## config.mk

```make
export PLATFORM = sky130hd
export DESIGN_NAME = websocket_frame_deframer_core
export DESIGN_NICKNAME = d
export VERILOG_FILES = /design/src/design/wsdf_pkg.sv /design/src/design/wsdf_parser.sv /design/src/design/wsdf_out_buf.sv /design/src/design/websocket_frame_deframer_core.sv
export SDC_FILE = /design/constraint.sdc
export NUM_CORES = 1
export LEC_CHECK = 0
export ABC_AREA = 0
export ABC_CLOCK_PERIOD_IN_PS = 11700
export BUFFER_PORTS_ARGS = -buffer_cell sky130_fd_sc_hd__buf_2
export CORE_ASPECT_RATIO = 0.9
export CORE_MARGIN = 2
export CORE_UTILIZATION = 55
export CTS_CLUSTER_DIAMETER = 120
export CTS_CLUSTER_SIZE = 28
export DETAILED_ROUTE_END_ITERATION = 16
export PLACE_DENSITY = 0.72
export SLEW_MARGIN = 40
export SYNTH_ARGS = -nofsm -noshare
export SYNTH_HDL_FRONTEND = slang
export SYNTH_HIERARCHICAL = 1
export SYNTH_SLANG_ARGS = --single-unit
export TNS_END_PERCENT = 30
```

## constraint.sdc

```tcl
create_clock -name clk -period 11.7 [get_ports clk]
set_input_delay 2.34 -clock clk [delete_from_list [all_inputs] [get_ports clk]]
set_output_delay 2.34 -clock clk [all_outputs]
set_load 0.005 [all_outputs]
```

## src/design/wsdf_pkg.sv

```systemverilog
package wsdf_pkg;

	localparam logic [1:0] KIND_PAYLOAD = 2'd0;
	localparam logic [1:0] KIND_EMPTY   = 2'd1;
	localparam logic [1:0] KIND_CLOSE   = 2'd2;

	localparam logic [3:0] OPCODE_CLOSE = 4'h8;
	localparam logic [6:0] LEN_EXT16    = 7'd126;
	localparam logic [6:0] LEN_EXT64    = 7'd127;
	localparam logic [3:0] EXT16_BYTES  = 4'd2;
	localparam logic [3:0] EXT64_BYTES  = 4'd8;
	localparam logic [3:0] KEY_BYTES    = 4'd4;

	localparam logic [15:0] MAX_PAYLOAD_RESET = 16'd8191;

	typedef struct packed {
		logic [1:0]  kind;
		logic [7:0]  data;
		logic        last;
		logic [15:0] kept_len;
	} result_t;

endpackage

```

## src/design/wsdf_parser.sv

```systemverilog
module wsdf_parser import wsdf_pkg::*; (
	input  logic          clk,
	input  logic          arst_n,
	input  logic          accept,
	input  logic [7:0]    stream_byte,
	input  logic [15:0]   max_payload_bytes,
	output logic          res_valid,
	output result_t       res
);

	typedef enum logic [2:0] {
		PH_HDR0 = 3'd0,
		PH_HDR1 = 3'd1,
		PH_EXT  = 3'd2,
		PH_MASK = 3'd3,
		PH_DATA = 3'd4
	} phase_t;

	phase_t      phase_q, phase_d;
	logic        close_q, close_d;
	logic [3:0]  left_q, left_d;
	logic [63:0] decl_q, decl_d;
	logic [63:0] pos_q, pos_d;
	logic        mask_q, mask_d;
	logic [31:0] key_q, key_d;

	logic [63:0] pos_inc;
	logic [15:0] kept_cur, kept_new;
	logic [6:0]  len_code;
	logic [1:0]  key_sel;
	logic [7:0]  key_byte;

	// min(length, limit); the limit is 16 bits, so the result fits in 16 bits
	function automatic logic [15:0] kept_of(input logic [63:0] len, input logic [15:0] lim);
		logic small_len;
		small_len = (len[63:16] == 48'd0) && (len[15:0] < lim);
		return small_len ? len[15:0] : lim;
	endfunction

	assign len_code = stream_byte[6:0];
	assign pos_inc  = pos_q + 64'd1;
	assign kept_cur = kept_of(decl_q, max_payload_bytes);
	assign kept_new = kept_of(decl_d, max_payload_bytes);
	assign key_sel  = pos_q[1:0];

	// pick the key byte, most significant first
	always_comb begin
		case (key_sel)
			2'd0: key_byte = key_q[31:24];
			2'd1: key_byte = key_q[23:16];
			2'd2: key_byte = key_q[15:8];
			default: key_byte = key_q[7:0];
		endcase
	end

	// work out next state and the result of this word
	always_comb begin
		phase_d   = phase_q;
		close_d   = close_q;
		left_d    = left_q;
		decl_d    = decl_q;
		pos_d     = pos_q;
		mask_d    = mask_q;
		key_d     = key_q;
		res_valid = 1'b0;
		res       = '0;

		case (phase_q)
			PH_HDR1: begin
				mask_d = stream_byte[7];
				decl_d = 64'd0;
				if (close_q) begin
					res_valid = 1'b1;
					res.kind  = KIND_CLOSE;
				end
				if (len_code == LEN_EXT16 || len_code == LEN_EXT64) begin
					left_d  = (len_code == LEN_EXT16) ? EXT16_BYTES : EXT64_BYTES;
					phase_d = PH_EXT;
				end else begin
					decl_d = {57'd0, len_code};
					key_d  = 32'd0;
					if (stream_byte[7]) begin
						phase_d = PH_MASK;
						left_d  = KEY_BYTES;
					end else begin
						pos_d   = 64'd0;
						phase_d = (len_code == 7'd0) ? PH_HDR0 : PH_DATA;
						if (!close_q && kept_new == 16'd0) begin
							res_valid = 1'b1;
							res.kind  = KIND_EMPTY;
						end
					end
				end
			end
			PH_EXT: begin
				decl_d = {decl_q[55:0], stream_byte};
				left_d = left_q - 4'd1;
				if (left_d == 4'd0) begin
					key_d = 32'd0;
					if (mask_q) begin
						phase_d = PH_MASK;
						left_d  = KEY_BYTES;
					end else begin
						pos_d   = 64'd0;
						phase_d = (decl_d == 64'd0) ? PH_HDR0 : PH_DATA;
						if (!close_q && kept_new == 16'd0) begin
							res_valid = 1'b1;
							res.kind  = KIND_EMPTY;
						end
					end
				end
			end
			PH_MASK: begin
				key_d  = {key_q[23:0], stream_byte};
				left_d = left_q - 4'd1;
				if (left_d == 4'd0) begin
					pos_d   = 64'd0;
					phase_d = (decl_q == 64'd0) ? PH_HDR0 : PH_DATA;
					if (!close_q && kept_cur == 16'd0) begin
						res_valid = 1'b1;
						res.kind  = KIND_EMPTY;
					end
				end
			end
			PH_DATA: begin
				if (!close_q && pos_q[63:16] == 48'd0 && pos_q[15:0] < kept_cur) begin
					res_valid = 1'b1;
					res.kind  = KIND_PAYLOAD;
					res.data  = mask_q ? (stream_byte ^ key_byte) : stream_byte;
					if (pos_inc[15:0] == kept_cur && pos_inc[63:16] == 48'd0) begin
						res.last     = 1'b1;
						res.kept_len = kept_cur;
					end
				end
				pos_d = pos_inc;
				if (pos_inc >= decl_q) begin
					phase_d = PH_HDR0;
				end
			end
			default: begin
				close_d = (stream_byte[3:0] == OPCODE_CLOSE);
				phase_d = PH_HDR1;
			end
		endcase
	end

	// hold parser state, advance on each accepted word
	always_ff @(posedge clk or negedge arst_n) begin
		if (!arst_n) begin
			phase_q <= PH_HDR0;
			close_q <= 1'b0;
			left_q  <= 4'd0;
			decl_q  <= 64'd0;
			pos_q   <= 64'd0;
			mask_q  <= 1'b0;
			key_q   <= 32'd0;
		end else if (accept) begin
			phase_q <= phase_d;
			close_q <= close_d;
			left_q  <= left_d;
			decl_q  <= decl_d;
			pos_q   <= pos_d;
			mask_q  <= mask_d;
			key_q   <= key_d;
		end
	end

endmodule

```

## src/design/wsdf_out_buf.sv

```systemverilog
module wsdf_out_buf import wsdf_pkg::*; (
	input  logic    clk,
	input  logic    arst_n,
	input  logic    push,
	input  result_t push_data,
	output logic    full,
	output logic    out_valid,
	input  logic    out_stall,
	output result_t out_data
);

	logic    main_valid_q, skid_valid_q;
	result_t main_q, skid_q;
	logic    pop;

	assign pop       = main_valid_q && !out_stall;
	assign out_valid = main_valid_q;
	assign out_data  = main_q;
	assign full      = skid_valid_q;

	// hold valids; refill the output word from skid first, then from the parser
	always_ff @(posedge clk or negedge arst_n) begin
		if (!arst_n) begin
			main_valid_q <= 1'b0;
			skid_valid_q <= 1'b0;
		end else begin
			if (pop) begin
				if (skid_valid_q) begin
					skid_valid_q <= 1'b0;
				end else begin
					main_valid_q <= push;
				end
			end else if (push) begin
				if (main_valid_q) begin
					skid_valid_q <= 1'b1;
				end else begin
					main_valid_q <= 1'b1;
				end
			end
		end
	end

	// move payload words
	always_ff @(posedge clk) begin
		if (pop) begin
			if (skid_valid_q) begin
				main_q <= skid_q;
			end else if (push) begin
				main_q <= push_data;
			end
		end else if (push) begin
			if (main_valid_q) begin
				skid_q <= push_data;
			end else begin
				main_q <= push_data;
			end
		end
	end

endmodule

```

## src/design/websocket_frame_deframer_core.sv

```systemverilog
// Channel   Direction  Handshake          Word
// input     in         in_valid/in_stall  stream_byte
// output    out        out_valid/out_stall result_kind, payload_byte, last_flag, kept_length
// config    in         cfg_valid/cfg_ready cfg_data (max_payload_bytes)
//
// One stream byte is taken per clock unless stalled; the parser state updates at the
// accepting edge and the result is captured at that edge in the output register, offered
// the next cycle, or held in skid. Reset clears the parser to wait for a frame header and
// sets the limit to 8191. A two-word output buffer (output register plus skid) lets the
// input keep going while a result waits; in_stall rises only once both words are held.
module websocket_frame_deframer_core import wsdf_pkg::*; (
	input  logic        clk,
	input  logic        arst_n,
	input  logic        in_valid,
	output logic        in_stall,
	input  logic [7:0]  stream_byte,
	output logic        out_valid,
	input  logic        out_stall,
	output logic [1:0]  result_kind,
	output logic [7:0]  payload_byte,
	output logic        last_flag,
	output logic [15:0] kept_length,
	input  logic        cfg_valid,
	output logic        cfg_ready,
	input  logic [15:0] cfg_data
);

	logic [15:0] max_payload_q;
	logic        accept;
	logic        res_valid;
	result_t     res;
	result_t     out_word;
	logic        buf_full;

	assign cfg_ready = 1'b1;
	assign in_stall  = buf_full;
	assign accept    = in_valid && !buf_full;

	// hold the payload limit
	always_ff @(posedge clk or negedge arst_n) begin
		if (!arst_n) begin
			max_payload_q <= MAX_PAYLOAD_RESET;
		end else if (cfg_valid && cfg_ready) begin
			max_payload_q <= cfg_data;
		end
	end

	wsdf_parser u_parser (
		.clk               (clk),
		.arst_n            (arst_n),
		.accept            (accept),
		.stream_byte       (stream_byte),
		.max_payload_bytes (max_payload_q),
		.res_valid         (res_valid),
		.res               (res)
	);

	wsdf_out_buf u_out_buf (
		.clk       (clk),
		.arst_n    (arst_n),
		.push      (accept && res_valid),
		.push_data (res),
		.full      (buf_full),
		.out_valid (out_valid),
		.out_stall (out_stall),
		.out_data  (out_word)
	);

	assign result_kind  = out_word.kind;
	assign payload_byte = out_word.data;
	assign last_flag    = out_word.last;
	assign kept_length  = out_word.kept_len;

endmodule

```

# Word level (Yosys, flattened, before mapping)
# Index checks and enable logic that the tools add are counted.
# W data, S select, Z words.
# totals
ff_bits,241
latchBits,0
ramBits,0
romBits,0
input_bits,29
wordCells,153
memories,0
# op_classes
add_sub_neg,2
mul,0
div_mod_pow,0
order_cmp,4
n_eq_ne,19
shift,0
muxes,66
n_bitwise,3
reduce_logical,41
# ops
cell,count
$mux W64,5
$pmux W64 S4,1
$logic_not A48 Y1,4
$mux W27,5
$logic_not A64 Y1,2
$pmux W64 S2,1
$pmux W32 S3,1
$add A64 B1 Y64 const B,1
$ge A64 B64 Y1,1
$mux W32,2
$mux W25,2
$lt A16 B16 Y1,3
$logic_not A16 Y1,2
$mux W16,2
$mux W3,9
$pmux W8 S3,1
$mux W4,5
$mux W1,18
$mux W17,1
$eq A16 B16 Y1,1
$eq A7 B7 Y1 const B,2
$mux W2,7
$pmux W3 S4,1
$pmux W4 S3,1
30 further kinds,57

# Depth between registers and ports, before layout
# Gate-level depths: netlist (run 1).
# depth
ltp_word,17
mapped_depth,25

# Modules after synthesis
# The synthesis (run 1) kept the hierarchy.
# modules_own_cells
mod,n_inst,cells_per_inst,area_each_um2,seq_area_each_um2
wsdf_parser,1,1583,13032.5,4229.1
wsdf_out_buf,1,95,2152.1,1671.6
websocket_frame_deframer_core,1,38,691.9,416.6

# Worst setup path after synthesis (run 1)
# OpenSTA, ideal clock, no wires.
# synth_path
kind,input-to-reg
from,input stream_byte[6]
to,register u_out_buf.main_q (netlist bit u_out_buf/out_data[0]) (enable)
arrival_ns,6.705
path_slack_ns,4.575
stages,18
path_buffers,0
cell_sequence,nand4_1 > nor2_1 > a21oi_1 > a22oi_1 > inv_1 > ha_1 > a21o_1 > a21o_1 > a21oi_1 > nor3_1 > or4_1 > a311o_1 > mux2i_1 > nor2_1 > or4b_2 > and3b_1 > a21oi_1 > a21oi_1
# synth_via
elab_chain_len,16
# synth_rtl
element,line_no,text
"start, declared",websocket_frame_deframer_core.sv:16,"input logic [7:0] stream_byte,"
$eq A7 B7 Y1,wsdf_parser.sv:76,if (len_code == LEN_EXT16 || len_code == LEN_EXT64) begin
$logic_or A1 B1 Y1 *,wsdf_parser.sv:76,
$mux W7 *,wsdf_parser.sv:76,
$pmux W64 S2 *,wsdf_parser.sv:68,case (phase_q)
via u_parser.decl_d[5],wsdf_parser.sv:22,"logic [63:0] decl_q, decl_d;"
$lt A16 B16 Y1,wsdf_parser.sv:36,small_len = (len[63:16] == 48'd0) && (len[15:0] < lim);
$logic_and A1 B1 Y1,wsdf_parser.sv:36,
$mux W16 *,wsdf_parser.sv:37,return small_len ? len[15:0] : lim;
[... 2 more ...],n/a,
"$mux W1, on equally long branches","wsdf_parser.sv:106, wsdf_parser.sv:88",
"$mux W1, on equally long branches","wsdf_parser.sv:100, wsdf_parser.sv:82",
"$mux W1, on equally long branches","wsdf_parser.sv:98, wsdf_parser.sv:76",
$pmux W1 S4 *,wsdf_parser.sv:68,
via res_valid,websocket_frame_deframer_core.sv:30,logic res_valid;
$logic_and A1 B1 Y1 *,websocket_frame_deframer_core.sv:61,".push (accept && res_valid),"
$reduce_bool A2 Y1 (no line),n/a,
$reduce_and A3 Y1 (no line) *,n/a,
"end signal, assigned",wsdf_out_buf.sv:47,main_q <= skid_q;
"end signal, assigned",wsdf_out_buf.sv:49,main_q <= push_data;
"end signal, assigned",wsdf_out_buf.sv:55,main_q <= push_data;
"end, declared",wsdf_out_buf.sv:13,"result_t main_q, skid_q;"
# The timed path passes the listed nets; every way through them passes the cells marked *.
# A chain may end at the register's enable or synchronous reset.

# Final worst setup path (run 1)
# layout_path
from,input stream_byte[3]
to,register u_out_buf/skid_q[11] (netlist name) (enable)
# layout_via
elab_chain_len,15
# layout_rtl
element,line_no,text
$eq A7 B7 Y1,wsdf_parser.sv:76,
$logic_or A1 B1 Y1 *,wsdf_parser.sv:76,
$mux W7 *,wsdf_parser.sv:76,
$pmux W64 S2 *,wsdf_parser.sv:68,
via u_parser.decl_d[5],wsdf_parser.sv:22,
$lt A16 B16 Y1,wsdf_parser.sv:36,
$logic_and A1 B1 Y1,wsdf_parser.sv:36,
$mux W16 *,wsdf_parser.sv:37,
$logic_not A16 Y1 *,"wsdf_parser.sv:88, wsdf_parser.sv:106",
$logic_and A1 B1 Y1 *,"wsdf_parser.sv:88, wsdf_parser.sv:106",
"$mux W1, on equally long branches","wsdf_parser.sv:106, wsdf_parser.sv:88",
"$mux W1, on equally long branches","wsdf_parser.sv:100, wsdf_parser.sv:82",
"$mux W1, on equally long branches","wsdf_parser.sv:98, wsdf_parser.sv:76",
$pmux W1 S4 *,wsdf_parser.sv:68,
via res_valid,websocket_frame_deframer_core.sv:30,
$logic_and A1 B1 Y1 *,websocket_frame_deframer_core.sv:61,
$reduce_and A3 Y1 (no line) *,n/a,
"end signal, assigned",wsdf_out_buf.sv:53,skid_q <= push_data;
"end, declared",wsdf_out_buf.sv:13,
# Marks and branches as above.

==> load_flow_metrics.sql, run 1 <==
INSERT INTO impl_metrics (metric_group, metric, value, unit) VALUES
('status', 'run_status', 'completed', ''),
('sta', 'report.final.hold_viol_count', '0', ''),
('synthesis', 'synthCells', '1716', ''),
('worst_setup_path', 'critPathMaxFanout', '27', ''),
('power', 'p_per_area', '222', 'nW/um^2'),
('finish', 'stdcell_area', '16700', 'sq um'),
('clock_tree', 'clock-sinks', '241', ''),
('synthesis', 'yosysSeqAreaShare', '39.8', '%'),
('routing', 'met2WireLength', '18700', 'microns'),
('routing', 'first_iter_violations', '1428', ''),
('clock_tree', 'clk_pin_slew', '0.10', 'ns'),
('worst_setup_path', 'critical_path.n_buffers_inverters', '2', ''),
('routing', 'route.final.wire_length', '43000', 'microns'),
('power', 'power.leakage', '7.34', 'nW'),
('sta', 'timing.final.crit_period', '6.82', 'ns'),
('hold_path', 'worstHoldPathType', 'reg2reg', ''),
('placement', 'dp_hpwl', '31600', 'microns'),
('hold_path', 'timing.hold.worst_endpoint', 'u_parser/key_q[31]', ''),
('synthesis', 'yosys_warnings', '6', ''),
('sta', 'layout_worst_path_cycle_share', '58.3', '%'),
('worst_setup_path', 'cp_cell_sequence', 'buf_2 > nand4_1 > nor2_1 > a21oi_1 > a22oi_1 > inv_1 > ha_1 > a21o_1 > a21o_1 > a21oi_1 > nor3_1 > or4_1 > a311o_1 > mux2i_1 > nor2_1 > or4b_2 > and3b_1 > and3_2', ''),
('synthesis', 'top_cells_by_area_in_the_synthesized_netlist', 'sky130_fd_sc_hd__dfrtp_1 (27%), sky130_fd_sc_hd__edfxtp_1 (10%), sky130_fd_sc_hd__ha_1 (9.1%)', ''),
('flow_run', 'total_of_max_cap_violations', '0', ''),
('routing', 'post_drt_via_cell_ratio', '6.39', ''),
('sta', 'maxSlewHeadroom', '40.9', '%'),
('worst_setup_path', 'delay_contributed_by_the_slowest_stage_of_the_critical_path', '0.63', 'ns'),
('clock_tree', 'tritoncts_clock_tree', 'built', ''),
('floorplanning', 'die_area', '30200', 'sq um'),
('floorplanning', 'placeableCoreArea', '28200', 'sq um'),
('sta', 'rsz0062_at_grt', 'no', ''),
('synthesis', 'synth-compound-area-share', '17.5', '%'),
('finish', 'share_of_cells_above_drive_strength_1', '10.9', '%'),
('synthesis', 'synth_async_sr_flop_share', '77.6', '%'),
('global_route', 'grt_pass1_wl', '67800', 'microns'),
('synthesis', 'syn_area_per_cell', '9.25', 'sq um'),
('routing', 'firstDrtPassIters', '6', ''),
('synthesis', 'synth.net_count', '1861', ''),
('synthesis', 'post_synth_mux_area_share', '4.33', '%'),
('routing', 'num_vias', '13200', ''),
('sta', 'final_max_slew_viol_count', '0', ''),
('synthesis', 'main_combinational_cell_family_by_area_after_synthesis', 'simple AND/OR/NAND/NOR gates', ''),
('worst_setup_path', 'critical_path_slowest_stage_cell', 'sky130_fd_sc_hd__or4b_2', ''),
('finish', 'synthToLayoutAreaGrowth', '5.19', '%'),
('floorplanning', 'initial_utilization', '56.4', '%'),
('synthesis', 'synth_largest_area_cell', 'sky130_fd_sc_hd__dfrtp_1', ''),
('global_route', 'grt_pass1_vias', '12000', ''),
('synthesis', 'fraction_of_post_synthesis_cell_area_in_the_top_cell_type_by_area', '27.4', '%'),
('placement', 'port_buf_inserts', '57', ''),
('global_route', 'grt_start_max_net_pins', '109', ''),
('sta', 'max_freq', '0.147', 'GHz'),
('worst_setup_path', 'worstPathArrival', '6.98', 'ns'),
('worst_setup_path', 'reg2reg_depth', '20', ''),
('synthesis', 'post_synth_and_or_nand_nor_area_fraction', '18.3', '%'),
('hold_path', 'min_from', 'u_parser/key_q[31]', ''),
('sta', 'fin_worst_skew', '0.0174', 'ns'),
('clock_tree', 'cts-htree-levels', '1', ''),
('routing', 'ant_nets', '0', ''),
('power', 'largest_vdd_supply_drop', '0.154', 'mV'),
('finish', 'multi_input_area', '8650', 'sq um'),
('clock_tree', 'clk_latency', '0.50', 'ns'),
('sta', 'worstMarginPinSlew', '0.878', 'ns'),
('synthesis', 'synth_ff_type', 'sky130_fd_sc_hd__dfrtp_1', ''),
('routing', 'drc', '0', ''),
('worst_setup_path', 'setup.worst_path.start_class', 'input port', ''),
('worst_setup_path', 'reg2reg_slack', '5.32', 'ns'),
('clock_tree', 'cts_buffer_depth', '3', ''),
('finish', 'n_antenna_cell', '0', ''),
('worst_setup_path', 'reg2reg_from', 'max_payload_q[7]', ''),
('synthesis', 'ys_seq_elements', '241', ''),
('routing', 'route.top_layer_used', 'met5', ''),
('placement', 'gp_routability_congestion', '0.976', '');
==> worst min-delay path: cells and delay by family, from the launching register on <==
kind | cells | cell delay, ns
DFF | 1 | 0.36
and+or+nand+nor | 1 | 0.05
AOI/OAI and AO/OA | 1 | 0.06
==> routing by layer <==
layer | GRT usage, % | up-vias
li1 | - | 6176
met1 | 43.4 | 6431
met2 | 42.5 | 515
met3 | 3.77 | 73
met4 | 7.78 | 2
met5 | 0 | -
==> flip-flops by register name, indices dropped and copies added (netlist names) <==
| name | count |
|---|---|
| max_payload_q | 16 |
| u_out_buf/full | 1 |
| u_out_buf/out_data | 27 |
| u_out_buf/out_valid | 1 |
| u_out_buf/skid_q | 27 |
| u_parser/close_q | 1 |
| u_parser/decl_q | 64 |
| u_parser/key_q | 32 |
| u_parser/left_q | 4 |
| u_parser/mask_q | 1 |
| u_parser/phase_q | 3 |
| u_parser/pos_q | 64 |
==> per-stage QoR <==
step                hold slack [ns]  power (mW)  std cells  setup slack (ns)  util [%]
floorplan                     0.449        2.61       1716              4.57         -
global placement              0.464        3.11       2043              4.58      57.7
detailed placement            0.471        3.15       2045              4.44      57.9
CTS                           0.494        3.66       2063              4.96      59.2
global route                  0.527        3.95       2064              4.59      59.3
finish                        0.491        3.70       2064              4.88      59.3
==> kinds of logic after synthesis <==
logic type               after synthesis
AND/OR/NAND/NOR                      567
AO/OA/AOI/OAI                        423
flip-flops                           241
buffers and inverters                227
adder cells (fa/ha/maj)              116
XOR/XNOR                              89
multiplexers                          52
other                                  1
==> layout by cell type, fill, tap and decap left out, types with 40 or more instances in the layout <==
| cell | Yosys | routed |
|---|---|---|
| sky130_fd_sc_hd__a21oi_1 | 73 | 72 |
| sky130_fd_sc_hd__a22o_1 | 61 | 61 |
| sky130_fd_sc_hd__buf_2 | 11 | 56 |
| sky130_fd_sc_hd__dfrtp_1 | 174 | 174 |
| sky130_fd_sc_hd__edfxtp_1 | 54 | 54 |
| sky130_fd_sc_hd__ha_1 | 116 | 116 |
| sky130_fd_sc_hd__inv_1 | 122 | 122 |
| sky130_fd_sc_hd__nand2_1 | 190 | 189 |
| sky130_fd_sc_hd__nand3_1 | 40 | 40 |
| sky130_fd_sc_hd__nand4_1 | 51 | 51 |
| sky130_fd_sc_hd__nor2_1 | 101 | 98 |
| sky130_fd_sc_hd__nor4_1 | 42 | 40 |
| sky130_fd_sc_hd__o21ai_0 | 135 | 135 |
| sky130_fd_sc_hd__xnor2_1 | 56 | 56 |
==> synth_stat cells (13+ instances only) <==
| master | instances |
|---|---|
| sky130_fd_sc_hd__nand2_1 | 190 |
| sky130_fd_sc_hd__dfrtp_1 | 174 |
| sky130_fd_sc_hd__o21ai_0 | 135 |
| sky130_fd_sc_hd__inv_1 | 122 |
| sky130_fd_sc_hd__ha_1 | 116 |
| sky130_fd_sc_hd__nor2_1 | 101 |
| sky130_fd_sc_hd__clkbuf_1 | 78 |
| sky130_fd_sc_hd__a21oi_1 | 73 |
| sky130_fd_sc_hd__a22o_1 | 61 |
| sky130_fd_sc_hd__xnor2_1 | 56 |
| sky130_fd_sc_hd__edfxtp_1 | 54 |
| sky130_fd_sc_hd__nand4_1 | 51 |
| sky130_fd_sc_hd__nor4_1 | 42 |
| sky130_fd_sc_hd__nand3_1 | 40 |
| sky130_fd_sc_hd__nor3_1 | 39 |
| sky130_fd_sc_hd__o31ai_1 | 39 |
| sky130_fd_sc_hd__xor2_1 | 33 |
| sky130_fd_sc_hd__mux2_4 | 30 |
| sky130_fd_sc_hd__a21o_1 | 23 |
| sky130_fd_sc_hd__and3_1 | 16 |
| sky130_fd_sc_hd__mux2_2 | 14 |
| sky130_fd_sc_hd__dfstp_2 | 13 |
| sky130_fd_sc_hd__nand2b_1 | 13 |
==> how the worst max path moves through the flow <==
stage / startpoint / end / slack (ns) / depth (start not counted)
after global routing: stream_byte[3] / u_out_buf/skid_q[11] / 4.59 / 18
after detailed placement: stream_byte[3] / u_out_buf/skid_q[9] / 4.44 / 18
after CTS: stream_byte[3] / u_out_buf/skid_q[12] / 4.96 / 18
after floorplan: stream_byte[6] / u_out_buf/out_data[0] / 4.57 / 18
final: stream_byte[3] / u_out_buf/skid_q[11] / 4.88 / 18
after global placement: stream_byte[3] / u_out_buf/skid_q[12] / 4.58 / 18
==> where the power goes <==
| group | total, mW | internal (mW) | switching (mW) |
|---|---|---|---|
| Clock | 0.506 | 0.229 | 0.277 |
| Sequential | 1.11 | 0.954 | 0.155 |
| Combinational | 2.09 | 0.712 | 1.38 |
| Total | 3.70 | 1.89 | 1.81 |
==> cell type report <==
type	count	area share (%)
Inverter	123	2.76
Clock buffer	16	2.02
Timing Repair Buffer	74	2.64
Clock inverter	2	0.232
Sequential cell	241	37.8
Multi-Input combinational cell	1248	51.8
Tap cell	360	2.70
No activity file was read; power rests on OpenSTA's default activity.
==> run 2, diff against run 1 <==
--- a/config.mk
+++ b/config.mk
@@ -5,8 +5,8 @@
 export SDC_FILE = /design/constraint.sdc
 export NUM_CORES = 1
 export LEC_CHECK = 0
-export ABC_AREA = 0
-export ABC_CLOCK_PERIOD_IN_PS = 11700
+export ABC_AREA = 1
+export ABC_CLOCK_PERIOD_IN_PS = 6700
 export BUFFER_PORTS_ARGS = -buffer_cell sky130_fd_sc_hd__buf_2
 export CORE_ASPECT_RATIO = 0.9
 export CORE_MARGIN = 2
==> constraint.sdc (replaced) <==
create_clock -name clk -period 6.7 [get_ports clk]
set_input_delay 1.34 -clock clk [delete_from_list [all_inputs] [get_ports clk]]
set_output_delay 1.34 -clock clk [all_outputs]
set_load 0.005 [all_outputs]
==> run 2 against run 1 <==
Against the previous run: cell area increased by 3.6%; critical path depth increased by 9; clock-buffer cell count increased by 2; utilization decreased by 0.95 points; area after synthesis increased by 3.4%; critical path type is now reg2reg; largest cell class unchanged.
==> load_flow_metrics.sql, run 2 <==
INSERT INTO impl_metrics (metric_group, metric, value, unit) VALUES
('finish', 'top_library_cells_by_usage_in_the_layout_fill_and_taps_aside', 'sky130_fd_sc_hd__nand2_1 (530), sky130_fd_sc_hd__inv_1 (254), sky130_fd_sc_hd__nor2_1 (175)', ''),
('synthesis', 'synth_ff_type', 'sky130_fd_sc_hd__dfrtp_1', ''),
('clock_tree', 'clk_latency', '0.50', 'ns'),
('sta', 'timing.final.crit_period', '5.53', 'ns'),
('clock_tree', 'clock-sinks', '241', ''),
('placement', 'dp_hpwl', '36700', 'microns'),
('synthesis', 'post_synthesis_cell_area', '16400', 'sq um'),
('worst_setup_path', 'setup.worst_path.start_class', 'register', ''),
('worst_setup_path', 'worstSetupEndpointType', 'register', ''),
('routing', 'route.final.wire_length', '48500', 'microns'),
('clock_tree', 'numCtsBuffers', '12', ''),
('worst_setup_path', 'timing_worst_setup_path_type', 'reg2reg', ''),
('sta', 'fin_worst_hold_slack', '0.469', 'ns'),
('placement', 'gp_routability_congestion', '0.939', ''),
('synthesis', 'synth_async_sr_flop_share', '77.6', '%'),
('global_route', 'grt_start_max_net_pins', '129', ''),
('worst_setup_path', 'worstPathArrival', '5.71', 'ns'),
('worst_setup_path', 'cp_data_required_time', '6.88', 'ns'),
('power', 'p_per_area', '370', 'nW/um^2'),
('global_route', 'grt_pass1_wl', '76300', 'microns'),
('power', 'power.leakage', '8.11', 'nW'),
('floorplanning', 'rows', '60', ''),
('finish', 'synthToLayoutAreaGrowth', '5.39', '%'),
('synthesis', 'edff_count_synth', '54', ''),
('sta', 'fin_worst_skew', '0.0159', 'ns'),
('clock_tree', 'post_cts_resized', '0', ''),
('routing', 'first_iter_violations', '2113', ''),
('finish', 'layout_commonest_cell', 'sky130_fd_sc_hd__nand2_1', ''),
('sta', 'timing.final.setup_violations', '0', ''),
('floorplanning', 'placeableCoreArea', '29700', 'sq um'),
('floorplanning', 'floorplan.io_pins', '59', ''),
('synthesis', 'fraction_of_post_synthesis_cell_area_in_the_top_cell_type_by_area', '26.5', '%'),
('clock_tree', 'clk_pin_slew', '0.10', 'ns'),
('placement', 'port_buf_inserts', '57', ''),
('global_route', 'number_of_antenna_violations_at_the_first_check_in_global_routing', '0', ''),
('synthesis', 'yosysSeqAreaShare', '38.5', '%'),
('clock_tree', 'cts_setup_buffers', '0', ''),
('global_route', 'track_usage', '31.1', '%'),
('clock_tree', 'cts-htree-levels', '1', ''),
('sta', 'max_freq', '0.181', 'GHz'),
('hold_path', 'worstHoldPathType', 'reg2reg', ''),
('power', 'largest_vdd_supply_drop', '0.302', 'mV'),
('routing', 'post_drt_via_cell_ratio', '5.89', ''),
('sta', 'maxSlewHeadroom', '46.2', '%'),
('synthesis', 'synthCells', '2159', ''),
('synthesis', 'yosys.cell_count.top_type', 'sky130_fd_sc_hd__nand2_1', ''),
('routing', 'wl_per_cell', '18.8', 'microns'),
('synthesis', 'ys_seq_elements', '241', ''),
('finish', 'share_of_cells_above_drive_strength_1', '9.29', '%'),
('sta', 'layout_worst_path_cycle_share', '82.5', '%'),
('floorplanning', 'die_area', '31300', 'sq um'),
('routing', 'ant_nets', '0', ''),
('finish', 'layout.nets', '2314', ''),
('synthesis', 'synth_largest_area_cell', 'sky130_fd_sc_hd__dfrtp_1', ''),
('routing', 'num_vias', '15200', ''),
('synthesis', 'syn_area_per_cell', '7.61', 'sq um'),
('sta', 'report.final.hold_viol_count', '0', ''),
('floorplanning', 'initial_utilization', '55.4', '%'),
('clock_tree', 'cts_root_buf', 'sky130_fd_sc_hd__clkbuf_16', ''),
('sta', 'worstMarginPinSlew', '0.801', 'ns'),
('sta', 'final.setup.tns', '0', 'ns'),
('synthesis', 'yosys_warnings', '6', ''),
('finish', 'top_flop_regs', 'u_parser/decl_q: 64 flops, u_parser/pos_q: 64 flops, u_parser/key_q: 32 flops', ''),
('worst_setup_path', 'critPathMaxFanout', '22', ''),
('finish', 'n_antenna_cell', '0', ''),
('floorplanning', 'die_width', '186', 'microns'),
('routing', 'drc', '0', ''),
('synthesis', 'synth_commonest_cells', 'sky130_fd_sc_hd__nand2_1 (530), sky130_fd_sc_hd__inv_1 (258), sky130_fd_sc_hd__nor2_1 (176)', ''),
('synthesis', 'top_cells_by_area_in_the_synthesized_netlist', 'sky130_fd_sc_hd__dfrtp_1 (27%), sky130_fd_sc_hd__nand2_1 (12%), sky130_fd_sc_hd__edfxtp_1 (9.9%)', ''),
('sta', 'final_max_slew_viol_count', '0', ''),
('floorplanning', 'die_h', '168', 'microns'),
('status', 'run_status', 'completed', ''),
('routing', 'firstDrtPassIters', '8', ''),
('global_route', 'grt_pass1_vias', '13800', ''),
('flow_run', 'total_of_max_cap_violations', '0', ''),
('synthesis', 'synth.distinct_cells', '55', ''),
('clock_tree', 'cts_buffer_depth', '3', ''),
('sta', 'rsz0062_at_grt', 'no', ''),
('clock_tree', 'ctsHoldBuffers', '0', ''),
('clock_tree', 'tritoncts_clock_tree', 'built', ''),
('synthesis', 'synth.net_count', '2304', ''),
('global_route', 'grt_overflow_total', '0', '');
-- run 2: changes by cell type in the layout (fill, tap and decap cells not counted), sizes merged, moves of 39 or more --
cell   before  now
a22o       61    1
inv       124  289
mux2       44    0
nand2     190  556
nand3      41  104
nand4      52  104
nor2      104  204
nor4       55   13
o22ai       2  100
o31ai      39    0
xnor2      56    4
-- run 2: layout make-up --
cell class              count  area, sq um
clock buffers              18          344
multi-input cells        1556         8640
repair buffers             69          395
clock inverters             2         13.8
well taps                 403          504
flip-flops and latches    241         6320
fillers                  2796        12300
inverters                 289         1090
-- run 2: metrics by stage --
stage	total power [mW]	util [%]	worst slack, ns	instance area, sq um	instances
finish	6.41	58.4	1.17	17300	2578
global route	6.88	58.4	0.743	17300	2578
CTS	6.34	58.4	1.26	17300	2578
detailed placement	5.48	57.2	1.29	16900	2558
global placement	5.44	57.1	1.25	16900	2558
floorplan	4.43	-	1.70	16400	2159
-- run 2: logic make-up after synthesis --
logic type | count (synthesis) | share of synthesized area [%]
compound gates | 364 | 12.4
xor+xnor | 48 | 2.65
fa+ha+maj | 116 | 8.84
buf+inv | 362 | 8.98
flops | 241 | 38.5
other cells | 1 | 0.0228
simple gates | 1027 | 28.7
-- run 2: worst max-delay path, stage by stage (launching register included) --
cell	delay [ns]
sky130_fd_sc_hd__dfstp_2	0.54
sky130_fd_sc_hd__inv_1	0.07
sky130_fd_sc_hd__ha_1	0.31
sky130_fd_sc_hd__a21oi_1	0.15
sky130_fd_sc_hd__o21a_1	0.14
sky130_fd_sc_hd__nand2_1	0.05
sky130_fd_sc_hd__nand2_1	0.29
sky130_fd_sc_hd__nand3_2	0.47
sky130_fd_sc_hd__o21ai_0	0.67
sky130_fd_sc_hd__ha_1	0.26
sky130_fd_sc_hd__inv_1	0.05
sky130_fd_sc_hd__a21oi_1	0.11
sky130_fd_sc_hd__o21ai_0	0.11
sky130_fd_sc_hd__nor3b_1	0.16
sky130_fd_sc_hd__o21ai_0	0.14
sky130_fd_sc_hd__nand2_1	0.07
sky130_fd_sc_hd__nand3_1	0.06
sky130_fd_sc_hd__nand2_1	0.19
sky130_fd_sc_hd__inv_1	0.14
sky130_fd_sc_hd__nor2_1	0.05
sky130_fd_sc_hd__nand2_1	0.08
sky130_fd_sc_hd__inv_1	0.04
sky130_fd_sc_hd__nand2_1	0.07
sky130_fd_sc_hd__inv_1	0.05
sky130_fd_sc_hd__nor2_1	0.13
sky130_fd_sc_hd__inv_1	0.09
sky130_fd_sc_hd__nor2_2	0.36
sky130_fd_sc_hd__buf_4	0.36
-- run 2: power breakdown --
part | internal (mW) | switching, mW
logic | 1.06 | 2.70
clock network | 0.366 | 0.486
registers | 1.67 | 0.119
-- run 2: final timing paths --
| check | from | end | slack, ns | cells after the start |
|---|---|---|---|---|
| worst max-delay path | max_payload_q[7] | u_out_buf/skid_q[20] | 1.17 | 27 |
| max in group asynchronous | arst_n | u_parser/pos_q[45] | 4.90 | 2 |
| min in group asynchronous | arst_n | u_parser/key_q[28] | 0.80 | 1 |
| worst min register to register | max_payload_q[3] | max_payload_q[3] | 0.47 | 2 |
| worst min-delay path | max_payload_q[3] | max_payload_q[3] | 0.47 | 2 |
| worst max register to register | max_payload_q[7] | u_out_buf/skid_q[20] | 1.17 | 27 |
-- run 2: per-layer routing --
layer / vias up / track usage (%) / part of all wire (%)
met2: 677 / 43.3 / 41
met4: 0 / 6.88 / 2.1
li1: 7259 / - / -
met1: 7195 / 49.7 / 48
met5: - / 0 / 0
met3: 59 / 5.43 / 9.5
==> run 3, diff against run 2 <==
--- a/config.mk
+++ b/config.mk
@@ -5,8 +5,8 @@
 export SDC_FILE = /design/constraint.sdc
 export NUM_CORES = 1
 export LEC_CHECK = 0
-export ABC_AREA = 1
-export ABC_CLOCK_PERIOD_IN_PS = 6700
+export ABC_AREA = 0
+export ABC_CLOCK_PERIOD_IN_PS = 4910
 export BUFFER_PORTS_ARGS = -buffer_cell sky130_fd_sc_hd__buf_2
 export CORE_ASPECT_RATIO = 0.9
 export CORE_MARGIN = 2
@@ -14,7 +14,7 @@
 export CTS_CLUSTER_DIAMETER = 120
 export CTS_CLUSTER_SIZE = 28
 export DETAILED_ROUTE_END_ITERATION = 16
-export PLACE_DENSITY = 0.72
+export PLACE_DENSITY = 0.75
 export SLEW_MARGIN = 40
 export SYNTH_ARGS = -nofsm -noshare
 export SYNTH_HDL_FRONTEND = slang
==> constraint.sdc (replaced) <==
create_clock -name clk -period 4.91 [get_ports clk]
set_input_delay 0.982 -clock clk [delete_from_list [all_inputs] [get_ports clk]]
set_output_delay 0.982 -clock clk [all_outputs]
set_load 0.005 [all_outputs]
==> run 3 against run 2 <==
Against the previous run: the flow now finishes with violations (setup timing); via count down 7.2%; clock power is 36% higher; first-iteration DRC count shrank 23%; sequential power grew 39%; utilization increased by 7.5 points; sequential share of layout area down 2.4 points; critical path depth shrank 7; worst hold slack better by 0.0051 ns; global-route usage hardly changed; critical path type unchanged; largest power group unchanged.
==> load_flow_metrics.sql, run 3 (synthesis results as in run 1) <==
INSERT INTO impl_metrics (metric_group, metric, value, unit) VALUES
('status', 'run_status', 'finished, violations left', ''),
('status', 'failed_checks', 'setup timing', ''),
('global_route', 'grt_start_max_net_pins', '123', ''),
('global_route', 'number_of_antenna_violations_at_the_first_check_in_global_routing', '0', ''),
('routing', 'first_iter_violations', '1626', ''),
('worst_setup_path', 'critPathMaxFanout', '8', ''),
('clock_tree', 'numCtsBuffers', '12', ''),
('finish', 'final_core_util', '65.9', '%'),
('floorplanning', 'placeableCoreArea', '28200', 'sq um'),
('clock_tree', 'clk_pin_slew', '0.12', 'ns'),
('routing', 'post_drt_via_cell_ratio', '6.30', ''),
('finish', 'synthToLayoutAreaGrowth', '16.8', '%'),
('clock_tree', 'cts_buffer_depth', '3', ''),
('sta', 'final.setup.worst_slack', '-0.0231', 'ns'),
('finish', 'share_of_cells_above_drive_strength_1', '21.1', '%'),
('floorplanning', 'rows', '58', ''),
('placement', 'gp_routability_congestion', '1.04', ''),
('sta', 'rsz0062_at_grt', 'yes', ''),
('flow_run', 'total_of_max_cap_violations', '0', ''),
('worst_setup_path', 'worstSetupEndpointType', 'register', ''),
('sta', 'maxSlewHeadroom', '40.9', '%'),
('sta', 'max_freq', '0.203', 'GHz'),
('hold_path', 'worstHoldPathType', 'in2async', ''),
('sta', 'final_max_slew_viol_count', '0', ''),
('sta', 'fin_worst_hold_slack', '0.474', 'ns'),
('placement', 'port_buf_inserts', '57', ''),
('routing', 'drc', '0', ''),
('routing', 'ant_nets', '0', ''),
('finish', 'n_antenna_cell', '0', ''),
('floorplanning', 'die_area', '30200', 'sq um'),
('worst_setup_path', 'timing.critical_path.from', 'max_payload_q[11]', ''),
('routing', 'route.final.wire_length', '47900', 'microns'),
('clock_tree', 'clk_latency', '0.50', 'ns'),
('sta', 'layout_worst_path_cycle_share', '100', '%'),
('floorplanning', 'floorplan.io_pins', '59', ''),
('floorplanning', 'die_width', '183', 'microns'),
('global_route', 'top_usage_layer', 'met2', ''),
('sta', 'fin_worst_skew', '0.0284', 'ns'),
('clock_tree', 'cts-htree-levels', '1', ''),
('global_route', 'grt_pass1_wl', '73700', 'microns'),
('routing', 'wl_per_cell', '21.4', 'microns'),
('global_route', 'grt_pass1_vias', '13300', ''),
('finish', 'layout.nets', '2020', ''),
('worst_setup_path', 'reg2reg_from', 'max_payload_q[11]', ''),
('clock_tree', 'tritoncts_clock_tree', 'built', ''),
('routing', 'num_vias', '14100', ''),
('routing', 'firstDrtPassIters', '8', ''),
('sta', 'report.final.hold_viol_count', '0', ''),
('floorplanning', 'die_h', '165', 'microns'),
('power', 'power.leakage', '8.50', 'nW'),
('worst_setup_path', 'timing_worst_setup_path_type', 'reg2reg', ''),
('worst_setup_path', 'setup.worst_path.start_class', 'register', ''),
('global_route', 'globalRouteMet2Util', '47.3', '%'),
('global_route', 'grt_util_met3', '4.69', '%'),
('global_route', 'track_usage', '31.1', '%'),
('sta', 'worstMarginPinSlew', '0.887', 'ns'),
('worst_setup_path', 'reg2reg_slack', '-0.02', 'ns'),
('power', 'largest_vdd_supply_drop', '0.546', 'mV'),
('worst_setup_path', 'cp_data_required_time', '5.17', 'ns'),
('clock_tree', 'ctsHoldBuffers', '0', ''),
('global_route', 'met1_usage', '46.5', '%'),
('finish', 'top_library_cells_by_usage_in_the_layout_fill_and_taps_aside', 'sky130_fd_sc_hd__nand2_1 (188), sky130_fd_sc_hd__buf_4 (177), sky130_fd_sc_hd__dfrtp_1 (174)', ''),
('worst_setup_path', 'worstPathArrival', '5.19', 'ns'),
('global_route', 'grt_overflow_total', '0', ''),
('sta', 'timing.final.crit_period', '4.93', 'ns'),
('clock_tree', 'cts_root_buf', 'sky130_fd_sc_hd__clkbuf_16', ''),
('power', 'totalPowerFinal', '10.9', 'mW'),
('sta', 'final.setup.tns', '-0.337', 'ns'),
('finish', 'top_flop_regs', 'u_parser/decl_q: 64 flops, u_parser/pos_q: 64 flops, u_parser/key_q: 32 flops', ''),
('power', 'p_per_area', '590', 'nW/um^2'),
('clock_tree', 'clock-sinks', '241', ''),
('worst_setup_path', 'r2r-end', 'u_out_buf/skid_q[9]', ''),
('placement', 'dp_hpwl', '34800', 'microns'),
('finish', 'layout.filler_cells', '2281', ''),
('floorplanning', 'initial_utilization', '56.4', '%'),
('finish', 'layout_commonest_cell', 'sky130_fd_sc_hd__nand2_1', ''),
('worst_setup_path', 'reg2reg_depth', '20', ''),
('sta', 'timing.final.setup_violations', '23', '');
==> run 3: cell types whose count changed in the layout (fill, tap and decap cells not counted), moves of 35 or more <==
cell,before,now
sky130_fd_sc_hd__a22o_1,1,61
sky130_fd_sc_hd__buf_4,9,177
sky130_fd_sc_hd__inv_1,254,116
sky130_fd_sc_hd__nand2_1,530,188
sky130_fd_sc_hd__nand3_1,99,40
sky130_fd_sc_hd__nand4_1,102,51
sky130_fd_sc_hd__nor2_1,175,98
sky130_fd_sc_hd__o21ai_0,167,132
sky130_fd_sc_hd__o22ai_1,100,2
sky130_fd_sc_hd__o31ai_1,0,39
sky130_fd_sc_hd__xnor2_1,4,55
==> run 3: worst max-delay path by stage <==
stage | end | slack [ns] | cells past startpoint
2_1_floorplan | u_out_buf/out_data[0] | -0.12 | 22
3_3_place_gp | u_out_buf/skid_q[23] | -0.20 | 20
3_5_place_dp | u_out_buf/out_data[14] | -0.38 | 19
4_1_cts | u_out_buf/out_data[9] | 0.003 | 20
5_1_grt | u_out_buf/skid_q[7] | -0.24 | 21
6_report | u_out_buf/skid_q[9] | -0.02 | 20
==> run 3: worst max-delay path: stages (launching register included) <==
cell	delay, ns
sky130_fd_sc_hd__dfstp_2	0.57
sky130_fd_sc_hd__inv_2	0.05
sky130_fd_sc_hd__ha_4	0.27
sky130_fd_sc_hd__nand4_1	0.17
sky130_fd_sc_hd__nor3_2	0.30
sky130_fd_sc_hd__a2111oi_4	0.08
sky130_fd_sc_hd__and4_4	0.21
sky130_fd_sc_hd__buf_4	0.16
sky130_fd_sc_hd__buf_4	0.15
sky130_fd_sc_hd__a21oi_1	0.31
sky130_fd_sc_hd__nor2_1	0.10
sky130_fd_sc_hd__ha_1	0.31
sky130_fd_sc_hd__nand4_1	0.12
sky130_fd_sc_hd__a211oi_1	0.20
sky130_fd_sc_hd__a2111oi_1	0.08
sky130_fd_sc_hd__o21ai_1	0.35
sky130_fd_sc_hd__or4b_4	0.51
sky130_fd_sc_hd__and3b_2	0.25
sky130_fd_sc_hd__buf_6	0.13
sky130_fd_sc_hd__and3_4	0.21
sky130_fd_sc_hd__clkbuf_16	0.17
==> run 3: final cells by class <==
type | instances | area [sq um] | area share, %
clock buffers | 16 | 337 | 1.81
flip-flops and latches | 241 | 6320 | 34.1
well taps | 360 | 450 | 2.43
clock inverters | 2 | 15.0 | 0.0810
repair buffers | 248 | 1890 | 10.2
inverters | 123 | 462 | 2.49
multi-input cells | 1249 | 9070 | 48.9
==> run 3: per-layer routing <==
metal | part of all wire [%] | wire [microns] | vias up
met3 | 9.1 | 4330 | 86
li1 | - | - | 6521
met5 | 0 | 0 | -
met1 | 45 | 21500 | 6840
met2 | 43 | 20800 | 651
met4 | 2.6 | 1260 | 0
==> run 3: timing repair <==
item | CTS | global route
gates resized for setup | 9 | 59
setup buffers | 0 | 10
gates cloned | 1 | 3
pin swaps | 0 | 34
setup endpoints to repair | 82 | 91
==> run 3: stage by stage <==
stage,cells,setup WS (ns),area [sq um]
after floorplan,1716,-0.118,15900
final,2239,-0.0231,18500
after global routing,2239,-0.240,18500
after global placement,2207,-0.203,17600
after detailed placement,2207,-0.376,17600
after CTS,2226,0.00304,18000
==> run 3: where the power goes <==
group	switching [mW]	internal, mW
combinational	4.33	2.98
clock	0.669	0.494
sequential	0.202	2.27
total	5.20	5.75
